==> src/tmcw_pkg.sv <==
package tmcw_pkg;

  localparam int unsigned Columns = 80;
  localparam int unsigned Rows    = 25;
  localparam int unsigned Cells   = Columns * Rows;

  localparam int unsigned ColW    = $clog2(Columns);
  localparam int unsigned RowW    = $clog2(Rows);
  localparam int unsigned AddrW   = $clog2(Cells);
  localparam int unsigned ByteW   = 8;
  localparam int unsigned CellW   = 2 * ByteW;
  localparam int unsigned ActW    = 3;
  localparam int unsigned CfgIdxW = 2;
  localparam int unsigned QDepth  = 2;
  localparam int unsigned QPtrW   = $clog2(QDepth);
  localparam int unsigned QCntW   = $clog2(QDepth + 1);

  localparam logic [ByteW-1:0] BlankByte   = 8'h20;
  localparam logic [ByteW-1:0] NewlineByte = 8'h0a;

  typedef enum logic [ActW-1:0] {
    ACT_PRINT_CUR = 3'd0,
    ACT_PRINT_POS = 3'd1,
    ACT_MOVE      = 3'd2,
    ACT_CLEAR     = 3'd3,
    ACT_READ      = 3'd4
  } action_e;

  typedef enum logic [2:0] {
    OP_NOP,
    OP_PRINT_CUR,
    OP_PRINT_POS,
    OP_MOVE,
    OP_CLEAR,
    OP_READ
  } op_e;

  typedef enum logic [CfgIdxW-1:0] {
    CFG_DEFAULT_ATTR  = 2'd0,
    CFG_CURSOR_HIDDEN = 2'd1
  } cfg_idx_e;

  typedef struct packed {
    op_e              op;
    logic             newline;
    logic [ByteW-1:0] ch;
    logic [ByteW-1:0] attr;
    logic [ColW-1:0]  col;
    logic [RowW-1:0]  row;
  } cmd_t;

  typedef struct packed {
    logic [ByteW-1:0] default_attr;
    logic             cursor_hidden;
  } cfg_t;

  // Row-major cell index; multiply by a constant only.
  function automatic logic [AddrW-1:0] cell_addr(logic [ColW-1:0] col, logic [RowW-1:0] row);
    logic [AddrW-1:0] base;
    base = AddrW'(row) * AddrW'(Columns);
    return base + AddrW'(col);
  endfunction

endpackage

==> src/tmcw_cmd_queue.sv <==
module tmcw_cmd_queue (
  input  logic           clk_i,
  input  logic           rst_ni,
  input  logic           push_i,
  input  tmcw_pkg::cmd_t cmd_i,
  output logic           full_o,
  input  logic           pop_i,
  output logic           valid_o,
  output tmcw_pkg::cmd_t cmd_o
);
  import tmcw_pkg::*;

  cmd_t             entry_q [QDepth];
  logic [QPtrW-1:0] wr_ptr_q, wr_ptr_d;
  logic [QPtrW-1:0] rd_ptr_q, rd_ptr_d;
  logic [QCntW-1:0] cnt_q, cnt_d;
  logic             do_push, do_pop;

  assign full_o  = (cnt_q == QCntW'(QDepth));
  assign valid_o = (cnt_q != '0);
  assign cmd_o   = entry_q[rd_ptr_q];
  assign do_push = push_i && !full_o;
  assign do_pop  = pop_i && valid_o;

  always_comb begin
    wr_ptr_d = do_push ? wr_ptr_q + QPtrW'(1) : wr_ptr_q;
    rd_ptr_d = do_pop ? rd_ptr_q + QPtrW'(1) : rd_ptr_q;
    cnt_d    = cnt_q + QCntW'(do_push) - QCntW'(do_pop);
  end

  always_ff @(posedge clk_i or negedge rst_ni) begin
    if (!rst_ni) begin
      wr_ptr_q <= '0;
      rd_ptr_q <= '0;
      cnt_q    <= '0;
    end else begin
      wr_ptr_q <= wr_ptr_d;
      rd_ptr_q <= rd_ptr_d;
      cnt_q    <= cnt_d;
    end
  end

  always_ff @(posedge clk_i) begin
    if (do_push) begin
      entry_q[wr_ptr_q] <= cmd_i;
    end
  end

  assert property (@(posedge clk_i) disable iff (!rst_ni) cnt_q <= QCntW'(QDepth))
    else $error("command queue count overflow");

endmodule

==> config.mk <==
export PLATFORM = sky130hd
export DESIGN_NAME = tmcw_cmd_queue
export DESIGN_NICKNAME = d
export VERILOG_FILES = /design/src/tmcw_pkg.sv /design/src/tmcw_cmd_queue.sv
export SDC_FILE = /design/constraint.sdc
export NUM_CORES = 1
export LEC_CHECK = 0
export BUFFER_PORTS_ARGS = -buffer_cell sky130_fd_sc_hd__buf_2
export CORE_AREA = 2 2 84 66
export CTS_BUF_LIST = sky130_fd_sc_hd__clkbuf_8
export DETAILED_ROUTE_END_ITERATION = 12
export DIE_AREA = 0 0 86 68
export PLACE_DENSITY = 0.9
export SLEW_MARGIN = 20
export SYNTH_ARGS = -nofsm -noshare
export SYNTH_HDL_FRONTEND = slang
export SYNTH_SLANG_ARGS = --single-unit
==> constraint.sdc <==
create_clock -name clk_i -period 5.5 [get_ports clk_i]
set_input_delay 1.375 -clock clk_i [delete_from_list [all_inputs] [get_ports clk_i]]
set_output_delay 1.375 -clock clk_i [all_outputs]
set_load 0.05 [all_outputs]
; ---- After elaboration in Yosys (flattened, before gate mapping)
; Memories as Yosys holds them, arrays and structs flattened.
; Index checks and enable logic that the tools add are counted.
; W data, S select, Z words.
[word_totals]
regBits = 4
latchBits = 0
mem_bits_rw = 64
mem_bits_ro = 0
output_inout_bits = 34
n_memories = 1
[classes]
n_addsub = 4
n_mul = 0
n_div = 0
order_cmp = 0
n_eq_ne = 1
n_shift = 0
muxes = 2
bitwise = 0
reduce_logical = 4
[memory_table]
columns = name, depth, word_bits, read_ports, rd_clocked_by_memory_dff, wr, line
row1 = entry_q, 2, 32, 1, 0, 1, tmcw_cmd_queue.sv:13  ; cmd_t entry_q [QDepth];
[op_table]
columns = cell, count
row1 = $add A1 B1 Y1 const B, 2
row2 = $add A2 B1 Y2, 1
row3 = $eq A2 B2 Y1 const B, 1
row4 = $logic_and A1 B1 Y1, 2
row5 = $mux W1, 2
row6 = $reduce_bool A2 Y1, 1
row7 = $sub A2 B1 Y2, 1
row8 = $logic_not A1 Y1, 1

; ---- Logic depth before layout (Yosys ltp)
[logic_depth]
depth_word = 5
depth_mapped = 7
depth_no_buf = 7

; ---- Worst setup path before layout
; Ideal clock, no wire load.
[synth_path]
path_type = input to register
from = in push_i
to = mem entry_q[0][0] (netlist name), enable pin
setup_ns = 0.421
arrival_time_ns = 2.824
required_time_ns = 5.079
slack_ns = 2.255
cell_stages = 2
n_path_buf = 0
cell_sequence = nand2_1 > nor2_1
[synth_between]
elab_chain_cells = 3
[synth_rtl]
columns = item, line
row1 = "start, declared", tmcw_cmd_queue.sv:4  ; input logic push_i,
row2 = $logic_and A1 B1 Y1, tmcw_cmd_queue.sv:22  ; assign do_push = push_i && !full_o;
row3 = $mux W1, tmcw_cmd_queue.sv:44  ; if (do_push) begin
row4 = $mux W1 (implied by the code), tmcw_cmd_queue.sv:45  ; entry_q[wr_ptr_q] <= cmd_i;
row5 = "end, declared", tmcw_cmd_queue.sv:13
; Every way passes these cells.

==> impl_results.md <==
- Vias in the first global route: 1,153
- I/O pins: 70
- Compound-Gate Fraction of Synth Area: 0%
- Syn_nets: 156
- M2 GR Usage: 21.5%
- Antenna violations before repair: 0
- Clock sink count: 68
- Starting DRT DRC Count: 76
- Post-synth cell types: 15
- Vias per inst: 4.86
- Die width: 86 µm
- Die H: 68 µm
- Syn Area/Cell: 22.4 µm²
- Final min period: 3.35 ns
- CTS Root Cell: clkbuf_8
- RSZ-0062 raised after global routing: false
- Post-synth top area cell: edfxtp_1
- Top cells by area, synth: edfxtp_1, mux2_4, dfrtp_1
- Post-Synth Simple-Gate Area: 1.42%
- Setup TNS: 0 ns
- Largest net degree at the start of global routing: 34
- Detailed placer's ending HPWL: 2770 µm
- Primary FF master, synth: edfxtp_1
- Reg clk slew, reported paths: 0.07 ns
- GR met3 Demand/Resource: 7.60%
- Mux cell area share after synthesis: 17.8%
- Final period util: 60.9%
- Setup Skew: 0.00720 ns
- Residual DRC: 0
- GRT busiest layer: met2
- Core Region: 0.00509 mm²
- WL/cell: 15.0 µm
- Die area: 0.00585 mm²
- Maximum clock path buffer count: 2
- First-pass GRT wire length: 5690 µm
- Seq/Total Area, Yosys: 76.6%
- Post-CTS setup buffers: 0
- Largest family of logic cells by synthesized area: multiplexers
- Antenna Nets Post-Route: 0
- Critical path class: reg -> out
- Routability cong.: 0.620
- Slew Limit Headroom: 34.9%
- Most common cell in the synthesized netlist: edfxtp_1
- Starting density of the core: 51.9%
- Worst min path class: reg -> reg
- Final WS setup: 2.15 ns
- CTS H-Tree Depth: 3
- Critical-path top delay cell: dfrtp_2
- Synth Area in Adders: 0.947%
- Actual slew at the worst max-slew pin: 0.977 ns
- Area Overhead vs Synth: 21.9%
- Total grt overflow: 0
- Cell chain of the critical path: mux2_2, buf_2
- Synth top cells by count: edfxtp_1, mux2_4, buf_6, dfrtp_1
- Synth Area in XOR/XNOR: 1.33%
- Vias: 1,274
- Status: completed
- Critical path arrival: 1.97 ns
- EDFF count, synth: 64
- CTS tree: yes
- CP Capture Type: output pin
- Worst skew pair latency: 0.33 ns
- Initial DRT Pass Iterations: 4
- Setup-failing EPs final: 0
- Startpoint types: register
- Synth Warn #: 0
- Post-CTS sizing: 0
- Pins Over Slew Limit: 0
- Static Leakage: 1.33 nW
- Share of layout cells above drive strength 1: 59.5%
- #FFs+latches synth: 68
- CP required: 4.12 ns
- Met1 Use GR: 17.5%
- Pre-CTS setup slack: 2.47 ns
- CP max FO: 33
- Hold buffers post-CTS: 0
- Layout net count: 233
- Post-synth ARST share: 5.88%
- # diodes: 0
- Max frequency: 299 MHz
- Total track usage: 14.2%
- Mapped Cells: 118
- Share of the synthesized area in the top cell type: 72.8%
- Max cap viols: 0
- CP max stage delay: 1.01 ns
- CTS buffer count: 9
- IO buf count: 69
- PwrDens: 631 mW/mm²
- Rows: 23
- Synthesized area: 0.00264 mm²
- Fin. Hold Viols: 0
- DRT Wirelength: 3930 µm
- Max VDD drop: 334 µV
-- per-layer routing --
metal	share of wire [%]	vias to the layer above
met2	46	67
met3	10	4
li1	-	606
met4	0.53	0
met1	43	597
met5	0	-
-- worst max-delay path: cells and delay by family (launching register included) --
family | cells | cell delay (ns)
flip-flops | 1 | 1.01
multiplexers | 1 | 0.41
buffers and inverters | 1 | 0.21
-- state kept, by name (all words and copies together) (netlist names) --
name and flops:
wr_ptr_q 1, entry_q 64, rd_ptr_q 1, cnt_q 2
-- cells in the final DEF, fill, tap and decap left out --
cell	n
clkbuf_8	9
dfrtp_1	3
or2_4	1
clkinv_4	1
and2_4	1
clkinv_1	1
buf_4	1
and3_1	1
inv_1	4
nand2b_1	1
nor2_4	1
xor2_1	1
ha_1	2
clkinv_2	2
mux2_2	3
nand2_1	1
bufinv_16	1
xnor2_1	3
mux2_4	29
edfxtp_1	64
dfrtp_2	1
buf_2	69
-- final cells by class --
cell class	count	area (µm²)
Inverter	2	7.51
Clock buffer	9	124
Clock inverter	7	60.1
Tap cell	62	77.6
Multi-Input combinational cell	44	574
Fill cell	370	1870
Timing Repair Buffer	70	353
Sequential cell	68	2020
-- report_power, final --
group	internal [mW]	leakage, nW	total (mW)	switching [mW]
clock	0.203	0.103	0.368	0.165
combinational	0.296	0.587	0.854	0.558
sequential	0.712	0.640	0.810	0.0985
total	1.21	1.33	2.03	0.821
-- worst paths after layout --
kind / start / endpoint / slack (ns) / depth (start not counted)
worst max-delay path: rd_ptr_q$_DFFE_PN0P_ / cmd_o[21] / 2.15 / 2
worst min-delay path: cnt_q[1]$_DFF_PN0_ / cnt_q[1]$_DFF_PN0_ / 0.54 / 1
worst max register to register: cnt_q[1]$_DFF_PN0_ / entry_q[1][3]$_DFFE_PP_ / 3.64 / 3
worst min register to register: cnt_q[1]$_DFF_PN0_ / cnt_q[1]$_DFF_PN0_ / 0.54 / 1
max in group asynchronous: rst_ni / rd_ptr_q$_DFFE_PN0P_ / 4.52 / 1
min in group asynchronous: rst_ni / wr_ptr_q$_DFFE_PN0P_ / 0.84 / 1
-- kinds of logic after synthesis --
kind of cell	count (synthesis)
flip-flops	68
multiplexers	32
buffers and inverters	6
AND/OR/NAND/NOR	6
XOR/XNOR	4
adder cells (fa/ha/maj)	2
-- stage by stage --
step                area, µm²  cells  hold WS, ns  total power, mW  utilization [%]
floorplan                2640    118        0.461             1.54                -
global placement         3040    246        0.500             1.67             59.6
detailed placement       3040    246        0.524             1.69             59.6
CTS                      3220    262        0.536             2.06             63.2
global route             3220    262        0.568             2.12             63.2
finish                   3220    262        0.541             2.03             63.2
(Power assumes the default switching activity.)
