$ cat config.mk
export PLATFORM = sky130hd
export DESIGN_NAME = tmcw_front
export DESIGN_NICKNAME = d
export VERILOG_FILES = /design/src/tmcw_pkg.sv /design/src/tmcw_front.sv
export SDC_FILE = /design/constraint.sdc
export NUM_CORES = 1
export LEC_CHECK = 0
export ABC_AREA = 1
export BUFFER_PORTS_ARGS = -buffer_cell sky130_fd_sc_hd__buf_2
export CORE_AREA = 4 4 41 43
export DETAILED_ROUTE_END_ITERATION = 7
export DIE_AREA = 0 0 45 47
export PLACE_DENSITY = 0.72
export SYNTH_ARGS = -nofsm -noshare
export SYNTH_HDL_FRONTEND = slang
export SYNTH_SLANG_ARGS = --single-unit
export TNS_END_PERCENT = 20
$ cat constraint.sdc
create_clock -name vclk -period 0.8
set_clock_uncertainty 0.15 [all_clocks]
set_input_delay 0.08 -clock vclk [all_inputs]
set_output_delay 0.08 -clock vclk [all_outputs]
set_load 0.1 [all_outputs]
$ cat src/tmcw_pkg.sv
package tmcw_pkg;

  localparam int unsigned Columns = 80;
  localparam int unsigned Rows    = 25;
  localparam int unsigned Cells   = Columns * Rows;

  localparam int unsigned ColW    = $clog2(Columns);
  localparam int unsigned RowW    = $clog2(Rows);
  localparam int unsigned AddrW   = $clog2(Cells);
  localparam int unsigned ByteW   = 8;
  localparam int unsigned CellW   = 2 * ByteW;
  localparam int unsigned ActW    = 3;
  localparam int unsigned CfgIdxW = 2;
  localparam int unsigned QDepth  = 2;
  localparam int unsigned QPtrW   = $clog2(QDepth);
  localparam int unsigned QCntW   = $clog2(QDepth + 1);

  localparam logic [ByteW-1:0] BlankByte   = 8'h20;
  localparam logic [ByteW-1:0] NewlineByte = 8'h0a;

  typedef enum logic [ActW-1:0] {
    ACT_PRINT_CUR = 3'd0,
    ACT_PRINT_POS = 3'd1,
    ACT_MOVE      = 3'd2,
    ACT_CLEAR     = 3'd3,
    ACT_READ      = 3'd4
  } action_e;

  typedef enum logic [2:0] {
    OP_NOP,
    OP_PRINT_CUR,
    OP_PRINT_POS,
    OP_MOVE,
    OP_CLEAR,
    OP_READ
  } op_e;

  typedef enum logic [CfgIdxW-1:0] {
    CFG_DEFAULT_ATTR  = 2'd0,
    CFG_CURSOR_HIDDEN = 2'd1
  } cfg_idx_e;

  typedef struct packed {
    op_e              op;
    logic             newline;
    logic [ByteW-1:0] ch;
    logic [ByteW-1:0] attr;
    logic [ColW-1:0]  col;
    logic [RowW-1:0]  row;
  } cmd_t;

  typedef struct packed {
    logic [ByteW-1:0] default_attr;
    logic             cursor_hidden;
  } cfg_t;

  // Row-major cell index; multiply by a constant only.
  function automatic logic [AddrW-1:0] cell_addr(logic [ColW-1:0] col, logic [RowW-1:0] row);
    logic [AddrW-1:0] base;
    base = AddrW'(row) * AddrW'(Columns);
    return base + AddrW'(col);
  endfunction

endpackage

$ cat src/tmcw_front.sv
module tmcw_front (
  input  logic [tmcw_pkg::ActW-1:0]  action_i,
  input  logic [tmcw_pkg::ByteW-1:0] character_i,
  input  logic [tmcw_pkg::ByteW-1:0] attribute_i,
  input  logic [tmcw_pkg::ColW-1:0]  col_i,
  input  logic [tmcw_pkg::RowW-1:0]  row_i,
  output tmcw_pkg::cmd_t             cmd_o
);
  import tmcw_pkg::*;

  logic [ColW-1:0] col_clamped;
  logic [RowW-1:0] row_clamped;

  // Saturate the position to the last column and row.
  assign col_clamped = (col_i > ColW'(Columns - 1)) ? ColW'(Columns - 1) : col_i;
  assign row_clamped = (row_i > RowW'(Rows - 1)) ? RowW'(Rows - 1) : row_i;

  always_comb begin
    cmd_o.newline = (character_i == NewlineByte);
    cmd_o.ch      = character_i;
    cmd_o.attr    = attribute_i;
    cmd_o.col     = col_clamped;
    cmd_o.row     = row_clamped;
    unique case (action_e'(action_i))
      ACT_PRINT_CUR: cmd_o.op = OP_PRINT_CUR;
      ACT_PRINT_POS: cmd_o.op = OP_PRINT_POS;
      ACT_MOVE:      cmd_o.op = OP_MOVE;
      ACT_CLEAR:     cmd_o.op = OP_CLEAR;
      ACT_READ:      cmd_o.op = OP_READ;
      default:       cmd_o.op = OP_NOP;
    endcase
  end

endmodule

Word-level counts from Yosys, hierarchy flattened
Cells that the tools add are included.

Logic and storage cells: 11. Bits in registers: 0. Bits of input ports: 31.

Reductions and logical operators: 1. Multiplexer cells: 3. Equal/unequal tests: 5. $lt $le $gt $ge: 2.

Operators with widths (count): case mux 3 bit (5 select lines) (1); equality test 8 x 4 -> 1 bit, second input constant (1); greater-than comparator 7 bit, second input constant (1); 2-to-1 mux 7 bit (1); equality test 3 x 2 -> 1 bit, second input constant (2); greater-than comparator 5 bit, second input constant (1); 2-to-1 mux 5 bit (1); equality test 3 x 1 -> 1 bit, second input constant (1); equality test 3 bit, second input constant (1); logical NOT 3 bit (1).

Depth between registers and ports, before layout
Gate-level depths: netlist (run 1).

Depth in word-level cells: 2. Mapped depth: 3. Depth with buffers taken out: 3.

Least setup slack after synthesis (run 1)
Ideal clock, no wire load.

Kind: input port to output port. From: input port action_i[0] (netlist name). To: output port cmd_o[30] (netlist name). Data arrival time: 2.327 ns. Cell stages on the path: 2. Data required time: 0.570 ns. Setup slack: -1.757 ns. Cells stage by stage: nand2_1 > nor3b_1.

RTL lines: start, declared (RTL line tmcw_front.sv:2) `input logic [tmcw_pkg::ActW-1:0] action_i,`; end, declared (RTL line tmcw_front.sv:7) `output tmcw_pkg::cmd_t cmd_o`.

==> impl_metrics.toml, run 1 <==
[status]
outcome = "finished with violations"
violations = "negative setup slack"

[yosys]
postSynthCellCount = 54
yosys_warnings = 0
syn_avg_cell_area_um2 = 5.12
synth_area_um2 = 277
synth_nets = 85
synth-seq-area-share = 0
synth_cell_types = 10

[floorplanning]
dieArea_um2 = 2120
core_region_area_um2 = 1300
rows = 13
pin_count = 63
fp.dieW_um = 45
die_y_um = 47
initial_core_util = 0.212

[place]
gp_congestion = 0.701
dp_hpwl_um = 1170
port_buffers = 47
placed_area_um2 = 896
dp.cells = 112

[routing]
met1_length_um = 515
drtPass1Iterations = 1
drt_iter0_markers = 0
dr.max_layer_used = "met4"
ant_nets = 0
wl_met3_um = 197
wl_met2_um = 891
wl_per_cell_um = 14.5
num_vias = 463
vias_per_cell = 4.13
post-route-drc-count = 0
drt_wl_total_um = 1620

[cts]
cts_setup_buffers = 0
cts_hold_buf = 0

[timing]
setup_ws_ps = -113
rsz0062_at_grt = "true"
whs_ps = 10.0
clock.fmax_mhz = 1100
setup_violations = 13
hold_violations = 0
period_minus_slack_ps = 913
slew-limit-headroom = 0.864
min_period_over_period = 1.14
worst_pin_slew_ps = 204
slew_viol_final = 0

[critical_path]
path_max_fanout = 2
endpoint_kind = "output port"
cp_cell_sequence = "buf_6, nor2_2, nand2_2, nor2_4, buf_12"
cpPeakStageDelay_ps = 180
path_class = "primary input to output port"
required_ps = 570
cp.arrival_ps = 680
slowest_stage = "buf_12"
critPathBufInv = 2
start_kind = "primary input"
critPathTopFamily = "simple AND/OR/NAND/NOR gates"

[final_layout]
seq_cells = 0
stdcell_area_um2 = 1090
seq_area_um2 = 0
finalNonFillerCells = 112
drive_gt1_frac = 0.876
final_cell_mix = "buf_12, buf_6, buf_4, buf_2, nor2_4"
fin_nets = 130
layout_commonest_cell = "buf_12"
clkbuf_count = 0
num_antenna_cells = 0
postLayoutCoreUtil = 0.840
syn2layout_area_growth_pct = 295

[global_routing]
gr-total-overflow = 0
grt_pass1_vias = 527
grt_usage = 0.144
grt_max_degree = 6
antenna_found_initial = 0
grt_pass1_wl_um = 2290

[pwr]
p_leak_nw = 0.529
p_per_area_nw_per_um2 = 1040
ir_worst_vdd_uv = 662

[flow_run]
drv_cap = 0

[hold_path]
hp-class = "primary input to output port"
[worst paths after layout]
check	start	endpoint	cells after the start
worst max-delay path	character_i[2]	cmd_o[28]	5
worst min-delay path	attribute_i[4]	cmd_o[16]	0
[layout make-up]
| type | instances | area (µm²) |
|---|---|---|
| Fill cell | 75 | 208 |
| Inverter | 10 | 40.0 |
| Multi-Input combinational cell | 25 | 246 |
| Tap cell | 15 | 18.8 |
| Timing Repair Buffer | 62 | 788 |
[per-layer routing]
layer | vias up | track usage
met5 | - | 0
met2 | 37 | 0.302
met4 | 0 | 0.0409
li1 | 229 | -
met3 | 4 | 0.0345
met1 | 193 | 0.135
[cells in the mapped netlist]
cell type | number | share of area
nor2_1 | 9 | 0.12
o21ai_2 | 1 | 0.032
nand2_1 | 10 | 0.14
a21oi_1 | 2 | 0.036
nand3_1 | 1 | 0.018
buf_4 | 16 | 0.43
nor3b_1 | 1 | 0.027
o21ai_0 | 1 | 0.018
clkbuf_1 | 3 | 0.041
inv_1 | 10 | 0.14
[report_power, final]
group	leakage, nW	switching (mW)	total [mW]	internal, mW
clock	0	0	0	0
combinational	0.529	0.703	1.13	0.432
sequential	0	0	0	0
total	0.529	0.703	1.13	0.432
[logic make-up after synthesis]
family	after synthesis	synth area share
simple gates	21	0.303
buf+inv	29	0.611
compound gates	4	0.0860
[timing repair]
action / CTS / global route
setup endpoints to repair: 13 / 13
pin swaps: 10 / 8
resized for setup: 36 / 14
[metrics by stage]
step	setup slack (ps)	total power, mW	TNS, ps
2_1_floorplan	-397	0.816	-4490
3_3_place_gp	-184	1.00	-1800
3_5_place_dp	-202	1.02	-2040
4_1_cts	-126	1.10	-1010
5_1_grt	-138	1.17	-1400
6_report	-113	1.13	-1070
Power figures use the tool's default switching activity.
==> run 2: changes to the inputs <==
--- a/config.mk
+++ b/config.mk
@@ -10,7 +10,7 @@
 export CORE_AREA = 4 4 41 43
 export DETAILED_ROUTE_END_ITERATION = 7
 export DIE_AREA = 0 0 45 47
-export PLACE_DENSITY = 0.72
+export PLACE_DENSITY = 0.74
 export SYNTH_ARGS = -nofsm -noshare
 export SYNTH_HDL_FRONTEND = slang
 export SYNTH_SLANG_ARGS = --single-unit
==> run 2 against run 1 <==
  * Largest power group unchanged
  * Hold slack did not move
  * First-iteration DRC count did not move
  * Clock-buffer cell count did not move
  * The run still ends with negative setup slack left
  * Flip-flop and latch count did not move
  * Die area did not move
  * Highest routed layer unchanged
==> impl_metrics.toml, run 2 (same netlist as run 1, synthesis figures left out) <==
[status]
outcome = "finished with violations"
violations = "negative setup slack"

[routing]
drt_wl_total_um = 1380
met1_length_um = 353
post-route-drc-count = 0
num_vias = 473
vias_per_cell = 4.22
dr.max_layer_used = "met4"
ant_nets = 0
drtPass1Iterations = 1
wl_met2_um = 805
wl_met3_um = 217
drt_iter0_markers = 0
wl_per_cell_um = 12.3

[pwr]
ir_worst_vdd_uv = 726
fin_total_pwr_mw = 1.11
switching_share = 0.626
clkPwrFrac = 0
internal_power_mw = 0.413
p_per_area_nw_per_um2 = 1050
seq_power_share = 0
p_leak_nw = 0.521
comb_power_share = 1.000
power_switching_mw = 0.692

[critical_path]
path_class = "primary input to output port"
cp.arrival_ps = 690
endpoint_kind = "output port"
critPathTopFamily = "simple AND/OR/NAND/NOR gates"
start_kind = "primary input"
crit_path_frequent_cell = "nor2_4"
critPathBufInv = 2
cp_cell_sequence = "buf_8, nor2_4, nand3_2, nor2_4, buf_12"
path_max_fanout = 2
cpPeakStageDelay_ps = 180
required_ps = 570
slowest_stage = "buf_12"

[timing]
setup_violations = 13
min_period_over_period = 1.15
slew-limit-headroom = 0.862
slew_viol_final = 0
hold_violations = 0
clock.fmax_mhz = 1090
setup_ws_ps = -120
worst_pin_slew_ps = 207
rsz0062_at_grt = "true"
period_minus_slack_ps = 920

[final_layout]
multi_input_area_um2 = 239
fillers = 80
fin_nets = 130
final_cell_mix = "buf_12, buf_4, buf_2, buf_6"
finalNonFillerCells = 112
syn2layout_area_growth_pct = 281
stdcell_area_um2 = 1050
layout_commonest_cell = "buf_12"
seq_cells = 0
seq_area_um2 = 0
drive_gt1_frac = 0.845
postLayoutCoreUtil = 0.810
num_antenna_cells = 0
clkbuf_count = 0

[hold_path]
hp-class = "primary input to output port"

[place]
dp_hpwl_um = 1070
port_buffers = 47
dp.cells = 111
gp_congestion = 0.678
placed_area_um2 = 888

[floorplanning]
dieArea_um2 = 2120
fp.dieW_um = 45
initial_core_util = 0.212
die_y_um = 47
rows = 13
core_region_area_um2 = 1300
pin_count = 63

[global_routing]
antenna_found_initial = 0
grt_max_degree = 6
gr-total-overflow = 0
grt_pass1_wl_um = 2240
grt_usage = 0.142
grt_pass1_vias = 511

[flow_run]
drv_cap = 0
==> run 2: cell type report <==
class	instances	area share
repair buffers	62	0.717
multi-input cells	25	0.227
well taps	15	0.0178
inverters	10	0.0380
==> run 2: through the flow <==
stage	worst slack, ps	TNS (ps)	hold WS (ps)
3_5_place_dp	-206	-1980	10.7
2_1_floorplan	-397	-4490	120
6_report	-120	-991	10.0
5_1_grt	-163	-1380	10.1
4_1_cts	-115	-933	10.7
3_3_place_gp	-181	-1810	10.7
==> run 2: final timing paths <==
path,from,end,slack [ps],depth (start not counted)
setup / recovery,character_i[7],cmd_o[28],-120,5
hold / removal,attribute_i[4],cmd_o[16],10,0
==> run 2: power by group through the flow <==
| stage | clock (mW) | sequential, mW | combinational (mW) |
|---|---|---|---|
| floorplan | 0 | 0 | 0.816 |
| global placement | 0 | 0 | 0.997 |
| detailed placement | 0 | 0 | 1.01 |
| CTS | 0 | 0 | 1.10 |
| global route | 0 | 0 | 1.14 |
| finish | 0 | 0 | 1.11 |
==> run 2: what timing repair did <==
item                                    in CTS  in global routing
endpoints found under the setup margin      13                 13
pin swaps                                   11                  2
setup buffers                                1                  0
hold buffers                                 0                  0
gates cloned                                 0                  0
resized for setup                           38                  2
==> run 2: routing by layer <==
metal,GRT usage,up-vias
met3,0.0345,2
met2,0.353,39
li1,-,225
met1,0.103,207
met4,0.00585,0
met5,0,-
